`src/hdl/lirs_pkg.sv`:
```
// shared widths, register indexes and reset values for the linear resampler
// no dependencies; imported by every module of the block
package lirs_pkg;

    localparam int SAMPLE_W       = 16;
    localparam int DIFF_W         = SAMPLE_W + 1;
    localparam int STEP_W         = 34;
    localparam int PHASE_W        = 35;
    localparam int CFG_W          = STEP_W;
    localparam int CFG_INDEX_W    = 1;
    localparam int MAX_OUT        = 7;
    localparam int COUNT_W        = 3;
    localparam int FRAC_BITS_DEF  = 32;

    localparam logic [CFG_INDEX_W-1:0] REG_PHASE_STEP = 1'd0;
    localparam logic [CFG_INDEX_W-1:0] REG_MONO_MODE  = 1'd1;

    localparam logic [STEP_W-1:0] STEP_RESET = 34'h1_0000_0000;

    localparam logic signed [SAMPLE_W+1:0] SAT_MAX = 18'sd32767;
    localparam logic signed [SAMPLE_W+1:0] SAT_MIN = -18'sd32768;

    // commands from the controller to the datapath
    typedef struct packed {
        logic load_prev;
        logic settle;
        logic capture;
        logic mul;
        logic load_out;
        logic retire;
    } lirs_cmd_t;

    // status from the datapath to the controller
    typedef struct packed {
        logic primed;
        logic whole_zero;
        logic next_whole_zero;
    } lirs_status_t;

endpackage

```
`src/hdl/linear_interp_resampler.sv`:
```
// top level of the linear interpolation resampler
// depends on lirs_pkg, lirs_ctrl and lirs_datapath
//
//  channel   signals                                  request
//  input     in_valid, in_stall, left/right_sample    one stereo or mono sample pair
//  output    out_valid, out_stall, left/right_out     one interpolated pair, last marks the end
//  config    cfg_we, cfg_index, cfg_data              one register write, no wait
//
// an input request is taken while the controller is idle; one that emits nothing is done as it is taken
// each output pair then goes through multiply (MUL), add and saturate (ADD) and present (WAIT),
// so an input with pairs to emit holds the input side until its last pair, plus any output stall
// these steps per pair follow from the registered multiplier ahead of the adder
// reset is asynchronous and active low; no clearing pass, the block is ready at once
// in_stall stays high while pairs of the current request are still being delivered
module linear_interp_resampler
    import lirs_pkg::*;
#(
    parameter int FRAC_BITS = FRAC_BITS_DEF
)
(
    input  logic                       clk,
    input  logic                       rst_n,
    // configuration write port
    input  logic                       cfg_we,
    input  logic [CFG_INDEX_W-1:0]     cfg_index,
    input  logic [CFG_W-1:0]           cfg_data,
    // input samples
    input  logic                       in_valid,
    output logic                       in_stall,
    input  logic signed [SAMPLE_W-1:0] left_sample,
    input  logic signed [SAMPLE_W-1:0] right_sample,
    // output samples
    output logic                       out_valid,
    input  logic                       out_stall,
    output logic signed [SAMPLE_W-1:0] left_out,
    output logic signed [SAMPLE_W-1:0] right_out,
    output logic                       last
);

    lirs_cmd_t    cmd;
    lirs_status_t status;

    // sequencing: accept, per pair multiply/add/present, then retire
    lirs_ctrl u_ctrl (
        .clk       (clk),
        .rst_n     (rst_n),
        .in_valid  (in_valid),
        .out_stall (out_stall),
        .status    (status),
        .cmd       (cmd),
        .in_stall  (in_stall),
        .out_valid (out_valid),
        .last      (last)
    );

    // phase accumulator, sample history and the two interpolation lanes
    lirs_datapath #(
        .FRAC_BITS (FRAC_BITS)
    ) u_datapath (
        .clk          (clk),
        .rst_n        (rst_n),
        .cfg_we       (cfg_we),
        .cfg_index    (cfg_index),
        .cfg_data     (cfg_data),
        .left_sample  (left_sample),
        .right_sample (right_sample),
        .cmd          (cmd),
        .status       (status),
        .left_out     (left_out),
        .right_out    (right_out)
    );

endmodule

```
`src/hdl/lirs_ctrl.sv`:
```
// controller state machine of the linear resampler
// depends on lirs_pkg for the command and status structs
module lirs_ctrl
    import lirs_pkg::*;
(
    input  logic         clk,
    input  logic         rst_n,
    input  logic         in_valid,
    input  logic         out_stall,
    input  lirs_status_t status,
    output lirs_cmd_t    cmd,
    output logic         in_stall,
    output logic         out_valid,
    output logic         last
);

    typedef enum logic [1:0] {
        IDLE,
        MUL,
        ADD,
        WAIT
    } state_t;

    state_t             state_reg, state_next;
    logic [COUNT_W-1:0] count_reg, count_next;
    logic               valid_reg, valid_next;
    logic               last_reg, last_next;

    always_comb
    begin
        state_next = state_reg;
        count_next = count_reg;
        valid_next = valid_reg;
        last_next  = last_reg;
        cmd        = '0;
        case (state_reg)
            IDLE:
            begin
                if (in_valid)
                begin
                    if (!status.primed)
                    begin
                        cmd.load_prev = 1'b1;
                    end
                    else if (!status.whole_zero)
                    begin
                        // whole position pending: consume it, emit nothing
                        cmd.load_prev = 1'b1;
                        cmd.settle    = 1'b1;
                    end
                    else
                    begin
                        cmd.capture = 1'b1;
                        count_next  = '0;
                        state_next  = MUL;
                    end
                end
            end
            MUL:
            begin
                cmd.mul    = 1'b1;
                last_next  = (count_reg == COUNT_W'(MAX_OUT - 1)) || !status.next_whole_zero;
                count_next = count_reg + COUNT_W'(1);
                state_next = ADD;
            end
            ADD:
            begin
                cmd.load_out = 1'b1;
                valid_next   = 1'b1;
                state_next   = WAIT;
            end
            WAIT:
            begin
                if (!out_stall)
                begin
                    valid_next = 1'b0;
                    if (last_reg)
                    begin
                        cmd.retire = 1'b1;
                        state_next = IDLE;
                    end
                    else
                    begin
                        state_next = MUL;
                    end
                end
            end
            default:
            begin
                state_next = IDLE;
            end
        endcase
    end

    always_ff @(posedge clk or negedge rst_n)
    begin
        if (!rst_n)
        begin
            state_reg <= IDLE;
            count_reg <= '0;
            valid_reg <= 1'b0;
            last_reg  <= 1'b0;
        end
        else
        begin
            state_reg <= state_next;
            count_reg <= count_next;
            valid_reg <= valid_next;
            last_reg  <= last_next;
        end
    end

    assign in_stall  = (state_reg != IDLE);
    assign out_valid = valid_reg;
    assign last      = last_reg;

endmodule

```
`src/hdl/lirs_datapath.sv`:
```
// datapath of the linear resampler: registers, phase, multipliers, saturation
// depends on lirs_pkg; driven by lirs_ctrl through lirs_cmd_t
module lirs_datapath
    import lirs_pkg::*;
#(
    parameter int FRAC_BITS = FRAC_BITS_DEF
)
(
    input  logic                       clk,
    input  logic                       rst_n,
    input  logic                       cfg_we,
    input  logic [CFG_INDEX_W-1:0]     cfg_index,
    input  logic [CFG_W-1:0]           cfg_data,
    input  logic signed [SAMPLE_W-1:0] left_sample,
    input  logic signed [SAMPLE_W-1:0] right_sample,
    input  lirs_cmd_t                  cmd,
    output lirs_status_t               status,
    output logic signed [SAMPLE_W-1:0] left_out,
    output logic signed [SAMPLE_W-1:0] right_out
);

    localparam int PROD_W = DIFF_W + FRAC_BITS + 1;
    localparam logic [PHASE_W-1:0] ONE_POS = PHASE_W'(1) << FRAC_BITS;

    logic [STEP_W-1:0]          step_reg;
    logic                       mono_reg;
    logic [PHASE_W-1:0]         phase_reg, phase_next;
    logic                       primed_reg;
    logic signed [SAMPLE_W-1:0] prev_l_reg, prev_r_reg;
    logic signed [SAMPLE_W-1:0] cur_l_reg, cur_r_reg;
    logic signed [PROD_W-1:0]   prod_l_reg, prod_r_reg;
    logic signed [SAMPLE_W-1:0] out_l_reg, out_r_reg;

    logic signed [SAMPLE_W-1:0] in_r;
    logic [PHASE_W-1:0]         phase_adv;
    logic signed [FRAC_BITS:0]  frac;
    logic signed [DIFF_W-1:0]   diff_l, diff_r;
    logic signed [PROD_W-1:0]   prod_l_next, prod_r_next;
    logic signed [PROD_W-1:0]   sh_l, sh_r;
    logic signed [SAMPLE_W+1:0] sum_l, sum_r;
    logic signed [SAMPLE_W-1:0] sat_l, sat_r;

    function automatic logic signed [SAMPLE_W-1:0] saturate(logic signed [SAMPLE_W+1:0] v);
        logic signed [SAMPLE_W-1:0] r;
        if (v > SAT_MAX)
        begin
            r = SAT_MAX[SAMPLE_W-1:0];
        end
        else if (v < SAT_MIN)
        begin
            r = SAT_MIN[SAMPLE_W-1:0];
        end
        else
        begin
            r = v[SAMPLE_W-1:0];
        end
        return r;
    endfunction

    assign in_r      = mono_reg ? left_sample : right_sample;
    assign phase_adv = phase_reg + PHASE_W'(step_reg);
    assign frac      = $signed({1'b0, phase_reg[FRAC_BITS-1:0]});

    // s0 + (s1 - s0) * frac, floored: same as the offset blend
    assign diff_l      = DIFF_W'(cur_l_reg) - DIFF_W'(prev_l_reg);
    assign diff_r      = DIFF_W'(cur_r_reg) - DIFF_W'(prev_r_reg);
    assign prod_l_next = diff_l * frac;
    assign prod_r_next = diff_r * frac;

    assign sh_l  = prod_l_reg >>> FRAC_BITS;
    assign sh_r  = prod_r_reg >>> FRAC_BITS;
    assign sum_l = (SAMPLE_W+2)'(prev_l_reg) + $signed(sh_l[SAMPLE_W+1:0]);
    assign sum_r = (SAMPLE_W+2)'(prev_r_reg) + $signed(sh_r[SAMPLE_W+1:0]);
    assign sat_l = saturate(sum_l);
    assign sat_r = saturate(sum_r);

    always_comb
    begin
        phase_next = phase_reg;
        if (cmd.settle || cmd.retire)
        begin
            if (phase_reg[PHASE_W-1:FRAC_BITS] != '0)
            begin
                phase_next = phase_reg - ONE_POS;
            end
            else
            begin
                phase_next = '0;
            end
        end
        else if (cmd.mul)
        begin
            phase_next = phase_adv;
        end
    end

    always_ff @(posedge clk or negedge rst_n)
    begin
        if (!rst_n)
        begin
            step_reg   <= STEP_RESET;
            mono_reg   <= 1'b0;
            phase_reg  <= '0;
            primed_reg <= 1'b0;
            prev_l_reg <= '0;
            prev_r_reg <= '0;
        end
        else if (cfg_we)
        begin
            case (cfg_index)
                REG_PHASE_STEP: step_reg <= cfg_data;
                REG_MONO_MODE:  mono_reg <= cfg_data[0];
                default:        step_reg <= step_reg;
            endcase
            phase_reg  <= '0;
            primed_reg <= 1'b0;
        end
        else
        begin
            phase_reg <= phase_next;
            if (cmd.load_prev)
            begin
                prev_l_reg <= left_sample;
                prev_r_reg <= in_r;
                primed_reg <= 1'b1;
            end
            else if (cmd.retire)
            begin
                prev_l_reg <= cur_l_reg;
                prev_r_reg <= cur_r_reg;
            end
        end
    end

    always_ff @(posedge clk)
    begin
        if (cmd.capture)
        begin
            cur_l_reg <= left_sample;
            cur_r_reg <= in_r;
        end
        if (cmd.mul)
        begin
            prod_l_reg <= prod_l_next;
            prod_r_reg <= prod_r_next;
        end
        if (cmd.load_out)
        begin
            out_l_reg <= sat_l;
            out_r_reg <= sat_r;
        end
    end

    assign status.primed          = primed_reg;
    assign status.whole_zero      = (phase_reg[PHASE_W-1:FRAC_BITS] == '0);
    assign status.next_whole_zero = (phase_adv[PHASE_W-1:FRAC_BITS] == '0);

    assign left_out  = out_l_reg;
    assign right_out = out_r_reg;

endmodule
```
`config.mk`:
```
export PLATFORM = sky130hd
export DESIGN_NAME = linear_interp_resampler
export DESIGN_NICKNAME = d
export VERILOG_FILES = /design/src/hdl/lirs_pkg.sv /design/src/hdl/linear_interp_resampler.sv /design/src/hdl/lirs_ctrl.sv /design/src/hdl/lirs_datapath.sv
export SDC_FILE = /design/constraint.sdc
export NUM_CORES = 2
export LEC_CHECK = 0
export ABC_AREA = 1
export BUFFER_PORTS_ARGS = -buffer_cell sky130_fd_sc_hd__buf_2
export CAP_MARGIN = 25
export CORE_MARGIN = 2
export CORE_UTILIZATION = 60
export DETAILED_ROUTE_END_ITERATION = 8
export MAX_ROUTING_LAYER = met4
export PLACE_DENSITY = 0.73
export SYNTH_ARGS = -nofsm -noshare
export SYNTH_HDL_FRONTEND = slang
export SYNTH_SLANG_ARGS = --single-unit
```
`constraint.sdc`:
```
create_clock -name clk -period 14.2 [get_ports clk]
set_clock_uncertainty 0.05 [all_clocks]
set_input_delay 2.84 -clock clk [delete_from_list [all_inputs] [get_ports clk]]
set_output_delay 2.84 -clock clk [all_outputs]
set_load 0.02 [all_outputs]
```
* After elaboration in Yosys (flattened, before gate mapping)
Cells that the tools add are included.
** Word-level totals
- Bits in registers :: 274
- Input bits :: 72
- Output and inout port bits :: 35
- Word-level logic and storage cells :: 94
** Operators by class
- $add $sub $neg :: 7
- Multipliers :: 2
- Magnitude comparators :: 4
- Equality and inequality tests :: 8
- Muxes and demuxes :: 36
- Bitwise logic cells :: 2
- Reduce and logical (&&, ||, !) cells :: 19
** Operators with widths (number)
- 35-bit two-way mux :: 4
- 16-bit two-way mux :: 7
- 17-bit by 33-bit multiplier with 50-bit output :: 2
- 16-bit by 18-bit adder with 18-bit output :: 2
- 18-bit by 16-bit > comparator with 1-bit output, second input constant :: 2
- 18-bit by 16-bit < comparator with 1-bit output, second input constant :: 2
- 35-bit by 34-bit adder with 35-bit output :: 1
- 35-bit by 33-bit subtractor with 35-bit output, second input constant :: 1
- 16-bit by 16-bit subtractor with 17-bit output :: 2
- 3-bit two-way mux :: 5
- 2-bit two-way mux :: 6
- 1-bit two-way mux :: 11
- 2-bit nonzero test :: 5
- 2-bit one-hot mux with 4 select lines :: 1
- 2-bit AND reduction :: 4
- 4-bit AND reduction :: 2
- 3-bit zero test :: 2
- 3-bit one-hot mux with 2 select lines :: 1
- 3-bit nonzero test :: 2
- 2-bit equality test, second input constant :: 2
- 2-bit by 1-bit inequality test with 1-bit output, second input constant :: 2
- 2-bit inequality test, second input constant :: 2
- 3-bit by 1-bit adder with 3-bit output, second input constant :: 1
- 3-bit equality test, second input constant :: 1
- other kinds (6) :: 8

* Longest topological paths before layout
- Depth in word-level cells :: 8
- Depth in mapped cells :: 40
- Gate-level depth less buffers :: 39

* Cells and area by module
From an unflattened synthesis, not the netlist that was laid out.
** Unflattened totals
- Cells, all modules :: 6545
- Area total of the unflattened synthesis :: 50328.3 µm²
** Modules (own cells, without submodules)
- lirs_datapath :: times used 1, cells each 6465, area each 49776.5 µm²
- lirs_ctrl :: times used 1, cells each 80, area each 551.8 µm²

* Least setup slack after synthesis
No wires, ideal clock.
- Path kind :: flip-flop to flip-flop
- Start point :: register u_datapath.prev_l_reg[0]
- End point :: register u_datapath.prod_l_reg[44], data pin
- Setup time :: 252 ps
- Arrival :: 6322 ps
- Required time :: 13898 ps
- Path slack :: 7576 ps
- Stages on the path, launching flop included :: 33
- Path buffers :: 1
- Period minus slack after synthesis :: 6624 ps
- Cells stage by stage :: dfrtp_1 ha_1 fa_1 inv_1 nand3_1 nand2_1 nand2_1 a21oi_1 or2_2 nand2_1 inv_1 buf_2 nand2_1 fa_1 inv_1 fa_1 inv_1 fa_1 inv_1 fa_1 fa_1 inv_1 fa_1 inv_1 ha_1 nand2_1 nor2_1 nand2_1 nor3b_1 nand2_1 or2_1 nand3_1 nand2_1
** On the way
- Word-level cells in the longest chain between the ends :: 2
** Ends and longest elaborated chain
- from (decl) :: RTL line lirs_datapath.sv:29 : logic signed [SAMPLE_W-1:0] prev_l_reg, prev_r_reg;
- from (signal assigned) :: RTL line lirs_datapath.sv:123 : prev_l_reg <= left_sample;
- from (signal assigned) :: RTL line lirs_datapath.sv:129 : prev_l_reg <= cur_l_reg;
- 16-bit by 16-bit subtractor with 17-bit output :: RTL line lirs_datapath.sv:65 : assign diff_l = DIFF_W'(cur_l_reg) - DIFF_W'(prev_l_reg);
- 17-bit by 33-bit multiplier with 50-bit output :: RTL line lirs_datapath.sv:67 : assign prod_l_next = diff_l * frac;
- named net u_datapath.prod_l_next[44] :: RTL line lirs_datapath.sv:38 : logic signed [PROD_W-1:0] prod_l_next, prod_r_next;
- to (signal assigned) :: RTL line lirs_datapath.sv:144 : prod_l_reg <= prod_l_next;
- to (decl) :: RTL line lirs_datapath.sv:31 : logic signed [PROD_W-1:0] prod_l_reg, prod_r_reg;
The timed path passes the listed nets, and every way through them passes these cells.
A chain may end at the register's enable or synchronous reset.

* Worst setup path after layout
- Start point :: register u_datapath.prev_l_reg[0]
- End point :: register u_datapath.prod_l_reg[49], data pin
The elaborated chain is that of the path after synthesis.

==> impl_metrics.ini <==
[outcome]
run_status = completed

[timing]
hold_viol = 0
timing_worst_slew_pin_value_ps = 1050
report.final.slew_viol_count = 0
fin_setup_tns_ps = 0
layout_worst_path_cycle_share = 0.594
unrepaired_setup_endpoints_after_global_routing = false
clock.fmax_ghz = 0.119
layout_min_cycle_time_ps = 8440
slew-limit-headroom = 0.296
finalSetupViolCount = 0

[worst_setup_path]
setup.worst_path.start = u_datapath.prev_l_reg[0]$_DFFE_PN0P_
family_with_the_most_delay_on_the_worst_path = adder cells
setup.worst_path.class = flop to flop
worst_reg_to_reg_path_cell_count = 28
cp_common_cell = fa_1
critPathCapture = u_datapath.prod_l_reg[49]$_DFFE_PP_
worst_path_max_delay_cell = or2_2
setup.worst_path.start_class = flop
cp_data_arrival_time_ps = 8770
startpoint_of_the_lowest_slack_register_to_register_path = u_datapath.prev_l_reg[0]$_DFFE_PN0P_
timing.reg2reg.setup_slack_ps = 5760
cp_num_buf_inv = 5
max_stage_delay_on_crit_path_ps = 780
path_max_fanout = 31
critPathRequiredTime_ps = 14540
worstReg2RegEnd = u_datapath.prod_l_reg[49]$_DFFE_PP_
cell_depth_of_the_worst_setup_path = 28
cp-end-kind = flop

[die]
placeableCoreArea_sq_um = 83200
die_width_um = 293
die_y_um = 293
io-pin-count = 107
full_die_area_sq_um = 85900
std_cell_rows = 106
initial_utilization = 0.603

[grt]
grt_pass1_wl_mm = 253
pin_count_of_the_biggest_net_entering_global_routing = 66
grt_remaining_overflow = 0
first_global_vias = 43800
grt_antenna_before_repair = 2
grt_use_total = 0.400

[clock_network]
clock_latency_ps = 640
clk_root_buffer_cell = clkbuf_16
clock_path_buffers = 3
cts.reportedPaths.clkPinSlew_ps = 60
clock-sinks = 210
cts-htree-levels = 1
cts_inserted_buffers = 28
post-cts-setup-buffers = 0
postCtsHoldBufs = 0
cts-resized-gates = 0
cts_tree = built

[drt]
antenna_nets_post_route = 0
vias_per_cell = 5.78
wl_mm = 164
drtIter0Drc = 4139
routed_wire_length_per_instance_um = 21.8
route.detailed.drc = 0
drt-pass1-iter-count = 8
num_vias = 43400

[worst_hold_path]
hold_path_depth = 2
hold_path.startpoint = u_datapath.step_reg[0]$_DFFE_PN0P_
min-delay-path-class = flop to flop

[finish]
drive_above_1_share = 0.0562
final_cell_area_sq_um = 52700
layout.nets = 7805
largest_register_ff_count = 35
fin_util = 0.634
area_added_between_synthesis_and_finish_pct = 5.05

[yosys]
synthFlopType = dfrtp_1
number_of_enable_type_register_cells_in_the_synthesized_netlist = 100
mappedNetlistArea_sq_um = 50100
synth_cell_types = 56
synth_area_per_cell_sq_um = 7.79
synth_area_leader_cell = fa_1
syn_inst = 6438
asyncSetResetFlopFracSynth = 0.524
synth_fp_nets = 7827
synthesis.yosys.warnings = 0
synthDominantCellAreaShare = 0.360
synth_top_cells_by_area = fa_1 36%, inv_1 11%, ha_1 10%, nand2_1 9.5%, edfxtp_1 6.0%
synth.ff_latch_count = 210
synth-seq-area-share = 0.115

[flow_run]
drv_cap = 0

[place]
dp_hpwl_mm = 127
gpl.final_weighted_congestion = 1.04
placedInstanceArea_sq_um = 51500
numPortBuffers = 106
[how the worst min path moves through the flow]
stage	end
4_1_cts	u_datapath.step_reg[0]$_DFFE_PN0P_
2_1_floorplan	u_datapath.step_reg[0]$_DFFE_PN0P_
6_report	u_datapath.step_reg[0]$_DFFE_PN0P_
3_3_place_gp	u_datapath.step_reg[0]$_DFFE_PN0P_
5_1_grt	u_datapath.step_reg[24]$_DFFE_PN0P_
3_5_place_dp	u_datapath.step_reg[0]$_DFFE_PN0P_
[cell usage in the layout, fill, tap and decap left out, drive strengths merged, types with 35 or more instances in the layout]
| cell type | netlist | routed |
|---|---|---|
| dfrtp | 109 | 109 |
| edfxtp | 100 | 100 |
| nor2 | 722 | 722 |
| nand3 | 342 | 342 |
| a21oi | 249 | 249 |
| nand4 | 38 | 38 |
| inv | 1531 | 1532 |
| fa | 901 | 901 |
| clkbuf | 134 | 35 |
| buf | 106 | 188 |
| nand2 | 1291 | 1291 |
| xor2 | 42 | 42 |
| ha | 416 | 416 |
| nor3 | 38 | 38 |
| o21ai | 174 | 174 |
[worst reg2reg max path, delay by kind of cell, from the launching register on]
family	cells	cell delay [ps]
AND/OR/NAND/NOR	12	2940
buffers and inverters	5	490
adder cells (fa/ha/maj)	9	4080
AO/OA/AOI/OAI	2	250
flip-flops	1	400
[per-layer routing]
metal	vias to the layer above	routed length [um]	track usage	share of wire
met5	-	0	-	0
met4	0	7940	0.159	0.049
met3	429	21000	0.105	0.13
met2	2572	69500	0.575	0.42
met1	21200	65300	0.543	0.40
li1	19300	-	-	-
[cell type report]
| type | count | area (sq um) |
|---|---|---|
| Multi-Input combinational cell | 4440 | 37400 |
| Fill cell | 7369 | 30500 |
| Inverter | 1548 | 5810 |
| Sequential cell | 210 | 5760 |
| Tap cell | 1080 | 1350 |
| Timing Repair Buffer | 188 | 1290 |
| Clock buffer | 35 | 778 |
| Clock inverter | 17 | 248 |
| Antenna cell | 2 | 5.00 |
[cells in the mapped netlist (3+ instances only)]
cell type,n
nor2_1,706
clkinv_1,17
nand3_2,6
a21oi_2,4
or2_1,4
xnor2_1,12
nand2_1,1267
inv_2,8
a31oi_1,32
o31ai_1,3
xor2_1,42
clkbuf_1,134
ha_1,416
nor3_1,36
buf_4,11
nor4_1,10
nand2_4,4
nand3b_1,12
or2_2,14
a21o_1,12
dfrtp_1,109
o21ai_1,8
edfxtp_1,100
a21boi_0,8
a21oi_1,245
fa_1,901
buf_6,18
o22ai_1,8
inv_1,1523
nand3_1,336
nor2_2,16
o21a_1,13
o211ai_1,20
nand4_1,37
o21bai_1,27
nand2_2,20
a211oi_1,4
o21ai_0,164
buf_2,66
buf_1,11
mux2_2,33
[through the flow]
stage | cells | setup slack, ps | hold slack (ps)
floorplan | 6438 | 7580 | 407
global placement | 7457 | 5920 | 443
detailed placement | 7460 | 5940 | 453
CTS | 7512 | 5920 | 476
global route | 7520 | 5310 | 493
finish | 7520 | 5760 | 480
[kinds of logic after synthesis]
| family | after synthesis | share of synthesized area |
|---|---|---|
| simple gates | 2477 | 0.203 |
| buf+inv | 1788 | 0.139 |
| fa+ha+maj | 1317 | 0.463 |
| compound gates | 559 | 0.0631 |
| flops | 210 | 0.115 |
| xor+xnor | 54 | 0.00943 |
| mux | 33 | 0.00741 |
Power is left out: the tool's default activity adds up to more than one toggle a clock period on the data nets, which glitch-free logic cannot reach.
